[src/mtsfa_pkg.sv]
// Package for the multitouch slot frame assembler.
// Holds the event codes, field widths and slot row layout.
// Has no dependencies; every other file of the block imports it.
`default_nettype none

package mtsfa_pkg;

	// Field widths of the event and result items.
	localparam int TYPE_W = 5;
	localparam int CODE_W = 10;
	localparam int VAL_W  = 32;

	// Default slot count.
	localparam int NUM_SLOTS_DEF = 16;

	// Event types and codes.
	localparam logic [TYPE_W-1:0] EV_SYN = TYPE_W'(0);
	localparam logic [TYPE_W-1:0] EV_ABS = TYPE_W'(3);

	localparam logic [CODE_W-1:0] CODE_REPORT   = CODE_W'(0);
	localparam logic [CODE_W-1:0] CODE_DROPPED  = CODE_W'(3);
	localparam logic [CODE_W-1:0] CODE_SLOT     = CODE_W'('h2f);
	localparam logic [CODE_W-1:0] CODE_MAJOR    = CODE_W'('h30);
	localparam logic [CODE_W-1:0] CODE_POS_X    = CODE_W'('h35);
	localparam logic [CODE_W-1:0] CODE_POS_Y    = CODE_W'('h36);
	localparam logic [CODE_W-1:0] CODE_TRACK_ID = CODE_W'('h39);
	localparam logic [CODE_W-1:0] CODE_PRESSURE = CODE_W'('h3a);

	// Value of a field that was never set or a slot that is not in use.
	localparam logic [VAL_W-1:0] ABSENT = '1;

	// One slot row holds five 32-bit fields, one per lane.
	localparam int NUM_LANES = 5;
	localparam int LANE_W    = 3;

	typedef enum logic [LANE_W-1:0] {
		LANE_TID   = 3'd0,
		LANE_X     = 3'd1,
		LANE_Y     = 3'd2,
		LANE_PRESS = 3'd3,
		LANE_MAJOR = 3'd4
	} lane_t;

	typedef logic [NUM_LANES-1:0][VAL_W-1:0] row_t;

endpackage

`default_nettype wire

[src/multitouch_slot_frame_assembler_core.sv]
// Multitouch slot frame assembler: slot protocol B event tracker.
// An event item is taken whenever the block is idle. After a report-sync is accepted,
// the scan steps past inactive slots and reads each active slot row into the read
// register, then into the output register; an empty frame gives one marker item.
// A slot read issues only when no earlier read waits in the read register and the
// output register is free or being taken; input is stalled for the whole scan.
// Reset: row valid and active bits clear at once, so no clearing pass is needed.
`default_nettype none

module multitouch_slot_frame_assembler_core #(
	parameter int NUM_SLOTS = mtsfa_pkg::NUM_SLOTS_DEF
) (
	input  wire logic                          clk,
	input  wire logic                          arst_n,
	// Event channel.
	input  wire logic                          in_valid,
	output logic                               in_stall,
	input  wire logic [mtsfa_pkg::TYPE_W-1:0]  ev_type,
	input  wire logic [mtsfa_pkg::CODE_W-1:0]  ev_code,
	input  wire logic signed [mtsfa_pkg::VAL_W-1:0] ev_value,
	// Result channel.
	output logic                               out_valid,
	input  wire logic                          out_stall,
	output logic                               finger_valid,
	output logic signed [mtsfa_pkg::VAL_W-1:0] tracking_id,
	output logic signed [mtsfa_pkg::VAL_W-1:0] pos_x,
	output logic signed [mtsfa_pkg::VAL_W-1:0] pos_y,
	output logic signed [mtsfa_pkg::VAL_W-1:0] pressure,
	output logic signed [mtsfa_pkg::VAL_W-1:0] major_axis,
	output logic                               last
);
	import mtsfa_pkg::*;

	localparam int SLOT_W = (NUM_SLOTS > 1) ? $clog2(NUM_SLOTS) : 1;

	typedef enum logic {
		ST_IDLE,
		ST_SCAN
	} state_t;

	state_t                 state_q;
	logic [SLOT_W-1:0]      current_slot_q;
	logic                   slot_none_q;
	logic                   dropping_q;
	logic [NUM_SLOTS-1:0]   row_valid_q;
	logic [NUM_SLOTS-1:0]   active_q;
	logic [SLOT_W-1:0]      idx_q;
	logic                   empty_q;
	logic                   valid_s1;
	logic                   last_s1;
	logic                   out_valid_q;

	// Slot memory and its registered read port.
	row_t                   mem [NUM_SLOTS];
	row_t                   rd_row_q;

	logic                   accept;
	logic                   is_drop;
	logic                   is_report;
	logic                   is_slot_sel;
	logic                   slot_in_range;
	logic                   lane_hit;
	lane_t                  lane;
	logic                   wr_en;
	logic [NUM_LANES-1:0]   wr_mask;
	row_t                   wr_data;
	logic                   issue_ok;
	logic                   rd_en;
	logic                   more_above;
	logic                   out_take;

	assign in_stall  = (state_q != ST_IDLE);
	assign accept    = in_valid && !in_stall;
	assign out_take  = out_valid_q && !out_stall;
	assign out_valid = out_valid_q;

	// Event decode.
	assign is_drop     = (ev_type == EV_SYN) && (ev_code == CODE_DROPPED);
	assign is_report   = (ev_type == EV_SYN) && (ev_code == CODE_REPORT);
	assign is_slot_sel = (ev_type == EV_ABS) && (ev_code == CODE_SLOT);
	// Negative values have the top bit set and so fail the unsigned compare.
	assign slot_in_range = ($unsigned(ev_value) < VAL_W'(NUM_SLOTS));

	always_comb begin
		lane_hit = 1'b1;
		lane     = LANE_TID;
		case (ev_code)
			CODE_TRACK_ID: lane = LANE_TID;
			CODE_POS_X:    lane = LANE_X;
			CODE_POS_Y:    lane = LANE_Y;
			CODE_PRESSURE: lane = LANE_PRESS;
			CODE_MAJOR:    lane = LANE_MAJOR;
			default:       lane_hit = 1'b0;
		endcase
	end

	// Axis write: a row not yet valid is written whole, absent in all other lanes.
	assign wr_en = accept && !is_drop && !dropping_q && (ev_type == EV_ABS)
		&& !slot_none_q && lane_hit;

	always_comb begin
		for (int k = 0; k < NUM_LANES; k++) begin
			wr_data[k] = (LANE_W'(k) == lane) ? ev_value : ABSENT;
		end
		if (row_valid_q[current_slot_q]) begin
			wr_mask = NUM_LANES'(1) << lane;
		end else begin
			wr_mask = '1;
		end
	end

	// Scan control: a read issues only when the output register will be free.
	assign issue_ok = (state_q == ST_SCAN) && !valid_s1 && (!out_valid_q || !out_stall);
	assign rd_en    = issue_ok && !empty_q && active_q[idx_q];

	always_comb begin
		more_above = 1'b0;
		for (int i = 0; i < NUM_SLOTS; i++) begin
			if (SLOT_W'(i) > idx_q) begin
				more_above = more_above | active_q[i];
			end
		end
	end

	// Slot memory: one write port with lane enables, one registered read port.
	always_ff @(posedge clk) begin
		if (wr_en) begin
			for (int k = 0; k < NUM_LANES; k++) begin
				if (wr_mask[k]) begin
					mem[current_slot_q][k] <= wr_data[k];
				end
			end
		end
		if (rd_en) begin
			rd_row_q <= mem[idx_q];
		end
	end

	// Control state machine, tracker state and the registered result outputs.
	always_ff @(posedge clk or negedge arst_n) begin
		if (!arst_n) begin
			state_q        <= ST_IDLE;
			current_slot_q <= '0;
			slot_none_q    <= 1'b0;
			dropping_q     <= 1'b0;
			row_valid_q    <= '0;
			active_q       <= '0;
			idx_q          <= '0;
			empty_q        <= 1'b0;
			valid_s1       <= 1'b0;
			last_s1        <= 1'b0;
			out_valid_q    <= 1'b0;
			finger_valid   <= 1'b0;
			tracking_id    <= '0;
			pos_x          <= '0;
			pos_y          <= '0;
			pressure       <= '0;
			major_axis     <= '0;
			last           <= 1'b0;
		end else begin
			valid_s1 <= rd_en;
			if (rd_en) begin
				last_s1 <= !more_above;
			end

			// Output register: a slot row, or the empty frame marker.
			if (valid_s1) begin
				out_valid_q  <= 1'b1;
				finger_valid <= 1'b1;
				tracking_id  <= rd_row_q[LANE_TID];
				pos_x        <= rd_row_q[LANE_X];
				pos_y        <= rd_row_q[LANE_Y];
				pressure     <= rd_row_q[LANE_PRESS];
				major_axis   <= rd_row_q[LANE_MAJOR];
				last         <= last_s1;
			end else if (issue_ok && empty_q) begin
				out_valid_q  <= 1'b1;
				finger_valid <= 1'b0;
				tracking_id  <= '0;
				pos_x        <= '0;
				pos_y        <= '0;
				pressure     <= '0;
				major_axis   <= '0;
				last         <= 1'b1;
			end else if (out_take) begin
				out_valid_q <= 1'b0;
			end

			case (state_q)
				ST_IDLE: begin
					if (accept) begin
						if (is_drop) begin
							row_valid_q    <= '0;
							active_q       <= '0;
							current_slot_q <= '0;
							slot_none_q    <= 1'b0;
							dropping_q     <= 1'b1;
						end else if (dropping_q) begin
							if (is_report) begin
								dropping_q <= 1'b0;
							end
						end else if (is_slot_sel) begin
							if (slot_in_range) begin
								current_slot_q <= ev_value[SLOT_W-1:0];
								slot_none_q    <= 1'b0;
							end else begin
								slot_none_q <= 1'b1;
							end
						end else if (is_report) begin
							state_q <= ST_SCAN;
							idx_q   <= '0;
							empty_q <= (active_q == '0);
						end else if (wr_en) begin
							row_valid_q[current_slot_q] <= 1'b1;
							if (lane == LANE_TID) begin
								active_q[current_slot_q] <= (ev_value != ABSENT);
							end
						end
					end
				end
				ST_SCAN: begin
					if (empty_q) begin
						if (issue_ok) begin
							state_q <= ST_IDLE;
						end
					end else if (!active_q[idx_q]) begin
						idx_q <= idx_q + SLOT_W'(1);
					end else if (issue_ok) begin
						if (more_above) begin
							idx_q <= idx_q + SLOT_W'(1);
						end else begin
							state_q <= ST_IDLE;
						end
					end
				end
				default: state_q <= ST_IDLE;
			endcase
		end
	end

endmodule

`default_nettype wire

[config.mk]
export PLATFORM = sky130hd
export DESIGN_NAME = multitouch_slot_frame_assembler_core
export DESIGN_NICKNAME = d
export VERILOG_FILES = /design/src/mtsfa_pkg.sv /design/src/multitouch_slot_frame_assembler_core.sv
export SDC_FILE = /design/constraint.sdc
export NUM_CORES = 2
export LEC_CHECK = 0
export BUFFER_PORTS_ARGS = -buffer_cell sky130_fd_sc_hd__buf_2
export CAP_MARGIN = 20
export CORE_MARGIN = 3
export CORE_UTILIZATION = 42
export CTS_CLUSTER_SIZE = 30
export DETAILED_ROUTE_END_ITERATION = 10
export SYNTH_ARGS = -nofsm -noshare
export SYNTH_HDL_FRONTEND = slang
export SYNTH_SLANG_ARGS = --single-unit
[constraint.sdc]
create_clock -name clk -period 43.6 [get_ports clk]
set_clock_uncertainty 0.1 [all_clocks]
set_input_delay 8.72 -clock clk [delete_from_list [all_inputs] [get_ports clk]]
set_output_delay 8.72 -clock clk [all_outputs]
set_load 0.01 [all_outputs]
# After elaboration in Yosys (flattened, before gate mapping)
# Memory sizes are Yosys's and may differ from the RTL's. A register that Yosys moved wholly into a read port is not among the register bits.
# Cells that the tools add are included.
[word_totals]
wordCells = 231
ff_bits = 209
output_inout_bits = 164
inputBits = 51
ram_bits = 2560
mem_count = 1
[mem_list]
columns = ["name", "depth", "width", "rd", "rd_clocked_by_memory_dff", "wr", "line", "rtl"]
rows = [
  ["mem", 16, 160, 1, 1, 1, "multitouch_slot_frame_assembler_core.sv:54", "row_t mem [NUM_SLOTS];"],
]
[classes]
shifts = 1
addsub = 1
bitwise = 20
reduce_logical = 44
eq_ne = 24
magnitude_cmp = 20
mux = 102
[ops]
columns = ["cell", "count"]
rows = [
  ["32-bit 2-to-1 mux", 11],
  ["16-bit 2-to-1 mux", 11],
  ["10-bit by 6-bit == test with 1-bit output (second input constant)", 6],
  ["1-bit 2-to-1 mux", 59],
  ["4-bit 2-to-1 mux", 13],
  ["4-bit greater-than comparator (first input constant)", 8],
  ["32-bit by 5-bit less-than comparator with 1-bit output (second input constant)", 1],
  ["32-bit inequality test (second input constant)", 1],
  ["16-bit bitwise mux", 1],
  ["3-bit by 4-bit greater-than comparator with 1-bit output (first input constant)", 4],
  ["1-bit logical AND", 16],
  ["16-bit zero test", 1],
  ["2-bit inequality test (second input constant)", 8],
  ["16-bit OR", 1],
  ["1-bit OR", 15],
  ["3-bit one-hot mux with 4 select lines", 1],
  ["6-bit AND reduction", 2],
  ["10-bit by 2-bit == test with 1-bit output (second input constant)", 1],
  ["10-bit zero test", 1],
  ["4-bit by 5-bit less-than comparator with 1-bit output (second input constant)", 2],
  ["2-bit nonzero test", 5],
  ["1-bit zero test", 9],
  ["1-bit binary-select mux with 4-bit select", 2],
  ["1-bit by 4-bit greater-than comparator with 1-bit output (first input constant)", 2],
  ["other kinds (25)", 31],
]

# Depth between registers and ports, before layout
[logic_depth]
word_depth = 37
ltp_mapped = 13
mapped_depth_nobuf = 9

# Worst setup path before layout
# Ideal clock, no wire load.
[synth_path]
path_kind = "input to register"
from = "in out_stall"
to = "reg valid_s1"
n_path_buf = 0
path_stages = 3
slack_ns = 22.353
arrival_ns = 19.903
cell_sequence = "a21oi_1 -> nand2_1 -> nor3_1"
[synth_via]
elab_chain_len = 5
[synth_rtl]
columns = ["element", "line", "rtl"]
rows = [
  ["start: declaration", "multitouch_slot_frame_assembler_core.sv:23", "input wire logic out_stall,"],
  ["1-bit zero test", "multitouch_slot_frame_assembler_core.sv:113", "assign issue_ok = (state_q == ST_SCAN) && !valid_s1 && (!out_valid_q || !out_stall);"],
  ["1-bit logical OR", "multitouch_slot_frame_assembler_core.sv:113", ""],
  ["1-bit logical AND", "multitouch_slot_frame_assembler_core.sv:113", ""],
  ["1-bit logical AND (2 in a row)", "multitouch_slot_frame_assembler_core.sv:114", "assign rd_en = issue_ok && !empty_q && active_q[idx_q];"],
  ["via rd_en", "multitouch_slot_frame_assembler_core.sv:68", "logic rd_en;"],
  ["end signal: assignment", "multitouch_slot_frame_assembler_core.sv:161", "valid_s1 <= rd_en;"],
  ["end: declaration", "multitouch_slot_frame_assembler_core.sv:49", "logic valid_s1;"],
]
# The timed path passes the listed nets, and every way through them passes these cells.
# A chain may end at the register's enable or synchronous reset.

# Worst setup path in the final report
[layout_path]
from = "in ev_code[9] in the netlist's numbering"
to = "mem mem[10][152] in the netlist's numbering (enable)"
[layout_via]
elab_chain_len = 10
[layout_rtl]
columns = ["element", "line", "rtl"]
rows = [
  ["start: declaration", "multitouch_slot_frame_assembler_core.sv:19", "input wire logic [mtsfa_pkg::CODE_W-1:0] ev_code,"],
  ["parallel branches: the longest is 8 deep, another holds 10-bit by 6-bit == test with 1-bit output", "n/a", ""],
  ["1-bit 2-to-1 mux (*)", "multitouch_slot_frame_assembler_core.sv:127", "if (wr_en) begin"],
  ["1-bit 2-to-1 mux (implied by the code) (*)", "multitouch_slot_frame_assembler_core.sv:130", "mem[current_slot_q][k] <= wr_data[k];"],
  ["end: declaration", "multitouch_slot_frame_assembler_core.sv:54", ""],
]
# Mark *: on every way between the ends.

==> summary.txt <==
Setup violations, final: 0
Slew headroom: 11.3%
Status: finished, final reports clean
CP Data Required Time: 44060 ps
Worst EP arrival: 11670 ps
Placed inst area: 0.118 sq mm
Share of layout cells above drive strength 1: 21.6%
Antenna Nets Post-Route: 0
Number of synthesized flops with an enable pin: 2720
Cts repair resizes: 0
Post-Syn Instances: 5730
CTS clock-pin slew for the worst setup and hold paths: 60 ps
XOR/XNOR share of the synthesized area: 0.0157%
First-pass GRT wire length: 407000 um
Fmax: 0.0892 GHz
GRT Total Usage: 20.4%
Die Wd: 522 um
Worst-path cell chain: buf_2 > nor2_1 > nand4_2 > buf_4 > a2111oi_4 > buf_4 > nand2_1 > buf_4 > nor2_4 > buf_4
Final hold violation count: 0
Vias in the first global route: 57800
Total gr overflow: 0
Area Overhead vs Synth: 14.9%
Post-Synth Adder-Cell Area: 0.0336%
Maximum fanout along the worst path: 34
Finished Cell Area: 0.128 sq mm
Simple-Gate Fraction of Synth Area: 2.50%
Initial core utilization: 42.4%
Routed WL: 280000 um
Placeable core area: 0.263 sq mm
Post-synthesis compound-gate area fraction: 5.89%
Clock Tree Root: clkbuf_16
CTS tree: yes
Clock buffer depth: 4
GP Congestion: 0.780
Post-CTS setup buffers: 0
Peak per-stage delay on the critical path: 580 ps
Residual DRC count: 0
Seq/Total Area, Yosys: 77.8%
Total Die Area: 0.272 sq mm
#FFs+latches synth: 2929
Clock tree sinks: 2929
Min Tclk post-route: 11210 ps
CP most frequent cell: buf_4
Nets: 6136
Largest net degree at the start of global routing: 158
Mean number of vias per cell: 5.75
Maximum vdd drop: 50.3 uV
CP max-delay cell: nor2_4
Crit path capture type: register
Critical setup path kind: primary input to register
Wirelength per Cell: 28.3 um
Pre-CTS setup slack: 31460 ps
Antenna violations before repair: 36
Die H: 522 um
Async SR Flop Fraction: 7.14%
RSZ-0062 raised after global routing: false
Number of synthesis warnings: 0
Power density cells: 45.1 mW/mm^2
Number of I/O port buffers: 214
Predominant post-synthesis flop cell: edfxtp_1
Clk_lat worst skew: 930 ps
Largest delay share family, worst path: buffers and inverters
First-pass DRT Iterations: 5
TritonCTS Buffers: 321
Main combinational cell family by area after synthesis: multiplexers
Max-cap violation count: 0
Post-detail-place hpwl: 155000 um
FILL cells: 21500
Mapped Area: 0.112 sq mm
Final setup TNS: 0 ps
H-tree Lvls: 5
Vias: 56800
Type of the most critical hold path: register to register
Final worst-path cycle share: 25.7%
Row cnt: 188
Post-synthesis mux area share: 12.4%
Iteration-0 DRC Markers: 5984
Post-CTS Hold Fix Bufs: 0
Worst setup SP type: primary input
Synthesized Nets: 5784
Boundary pin count: 215
Unique masters post-synth: 55
Worst path buffer plus inverter count: 5
P_leak: 44.8 nW
Syn avg cell area: 19.5 sq um
PnR worst setup slack: 32390 ps
Slew Viols, Final: 0
Final Core Density: 48.7%
Worst Tran Pin Value: 1330 ps
## routing by layer
| metal | GRT usage [%] | part of all wire [%] | vias to the layer above |
|---|---|---|---|
| met5 | 0 | 0.0046 | - |
| met4 | 6.38 | 2.7 | 2 |
| met3 | 3.98 | 7.4 | 409 |
| met2 | 32.1 | 47 | 2135 |
| met1 | 28.8 | 43 | 29800 |
| li1 | - | - | 24500 |
## Yosys cell counts (all sizes together), types with 2 or more instances
master / count / share of area, %
o22ai: 161 / 0.90
o21a: 2 / 0.013
and4bb: 2 / 0.022
nor2: 299 / 1.0
clkbuf: 231 / 0.82
dfrtp: 209 / 4.7
o32ai: 2 / 0.016
edfxtp: 2720 / 73
nand3: 14 / 0.063
a2111oi: 2 / 0.049
nor3: 11 / 0.054
nand4: 14 / 0.084
nor4: 16 / 0.090
ha: 3 / 0.034
a22o: 161 / 1.3
o21ai: 47 / 0.21
inv: 11 / 0.037
nor2b: 7 / 0.039
a21o: 2 / 0.015
mux2i: 643 / 5.8
mux4: 328 / 6.6
a211oi: 3 / 0.020
o221ai: 321 / 2.5
or2: 129 / 0.72
nand2: 40 / 0.14
a21oi: 186 / 0.83
nand4b: 4 / 0.031
nand2b: 37 / 0.21
buf: 109 / 0.52
## logic make-up after synthesis
logic type | count (synthesis)
and+or+nand+nor | 579
DFF | 2929
xor gates and xnor gates | 2
muxes | 972
adders and majority gates | 3
AOI/OAI and AO/OA | 894
buffers and inverters | 351
## through the flow
| stage | hold WS (ps) | cells | power (mW) |
|---|---|---|---|
| 2_1_floorplan | 342 | 5730 | 3.14 |
| 3_3_place_gp | 360 | 9254 | 3.19 |
| 3_5_place_dp | 364 | 9266 | 3.19 |
| 4_1_cts | 357 | 9835 | 5.85 |
| 5_1_grt | 379 | 9853 | 5.97 |
| 6_report | 352 | 9886 | 5.79 |
## where the power goes
group / switching [mW] / leakage [nW] / internal, mW / total, mW
Sequential: 0.00111 / 33.3 / 3.04 / 3.04
Combinational: 0.0672 / 6.55 / 0.0240 / 0.0912
Clock: 1.07 / 5.01 / 1.60 / 2.67
## flip-flops by register name, indices dropped and copies added, names as in the netlist, 4 cells and up
signal / count
tracking_id: 32
pos_y: 32
row_valid_q: 16
idx_q: 4
major_axis: 32
pos_x: 32
active_q: 16
rd_row_q: 160
current_slot_q: 4
mem: 2560
pressure: 32
## worst register-to-register path, cell delays in order, from the launching register on
cell      delay (ps)
dfrtp_4         1030
buf_4            890
buf_4            690
buf_4            410
buf_16           350
buf_4            840
mux2i_1          430
o221ai_1         220
a21oi_1          210
nor2_1            60
## path summary, 6_finish.rpt
| check | depth (start not counted) | endpoint | slack [ps] | startpoint |
|---|---|---|---|---|
| hold / removal | 1 | pos_y[17] | 350 | rd_row_q[81] |
| max in group asynchronous | 3 | pressure[16] | 33620 | arst_n |
| hold reg to reg | 1 | pos_y[17] | 350 | rd_row_q[81] |
| setup / recovery | 10 | mem[10][152] | 32390 | ev_code[9] |
| setup reg to reg | 9 | rd_row_q[45] | 38140 | idx_q[0] |
| min in group asynchronous | 1 | tracking_id[13] | 7610 | arst_n |
## layout by cell type (no fill, tap or decap), types with 44 or more instances in the layout
cell          n
a21oi_1     185
a22o_1      161
buf_2       214
buf_4       131
clkbuf_1     75
clkbuf_16   328
clkinv_1     57
dfrtp_1     205
edfxtp_1   2720
mux2i_1     643
mux4_2      328
nor2_1      219
nor2_4       80
o21ai_0      44
o221ai_1    321
o22ai_1     161
or2_2       129
## layout make-up
type                            count  area [sq um]  area share (%)
Tap cell                         3515          4400            3.43
Multi-Input combinational cell   2450         23900            18.6
Antenna cell                       43           108          0.0838
Sequential cell                  2929         86900            67.7
Clock buffer                      411          8600            6.70
Clock inverter                    158          1730            1.35
Timing Repair Buffer              369          2610            2.03
Inverter                           11          56.3          0.0439
(Power assumes the default switching activity.)
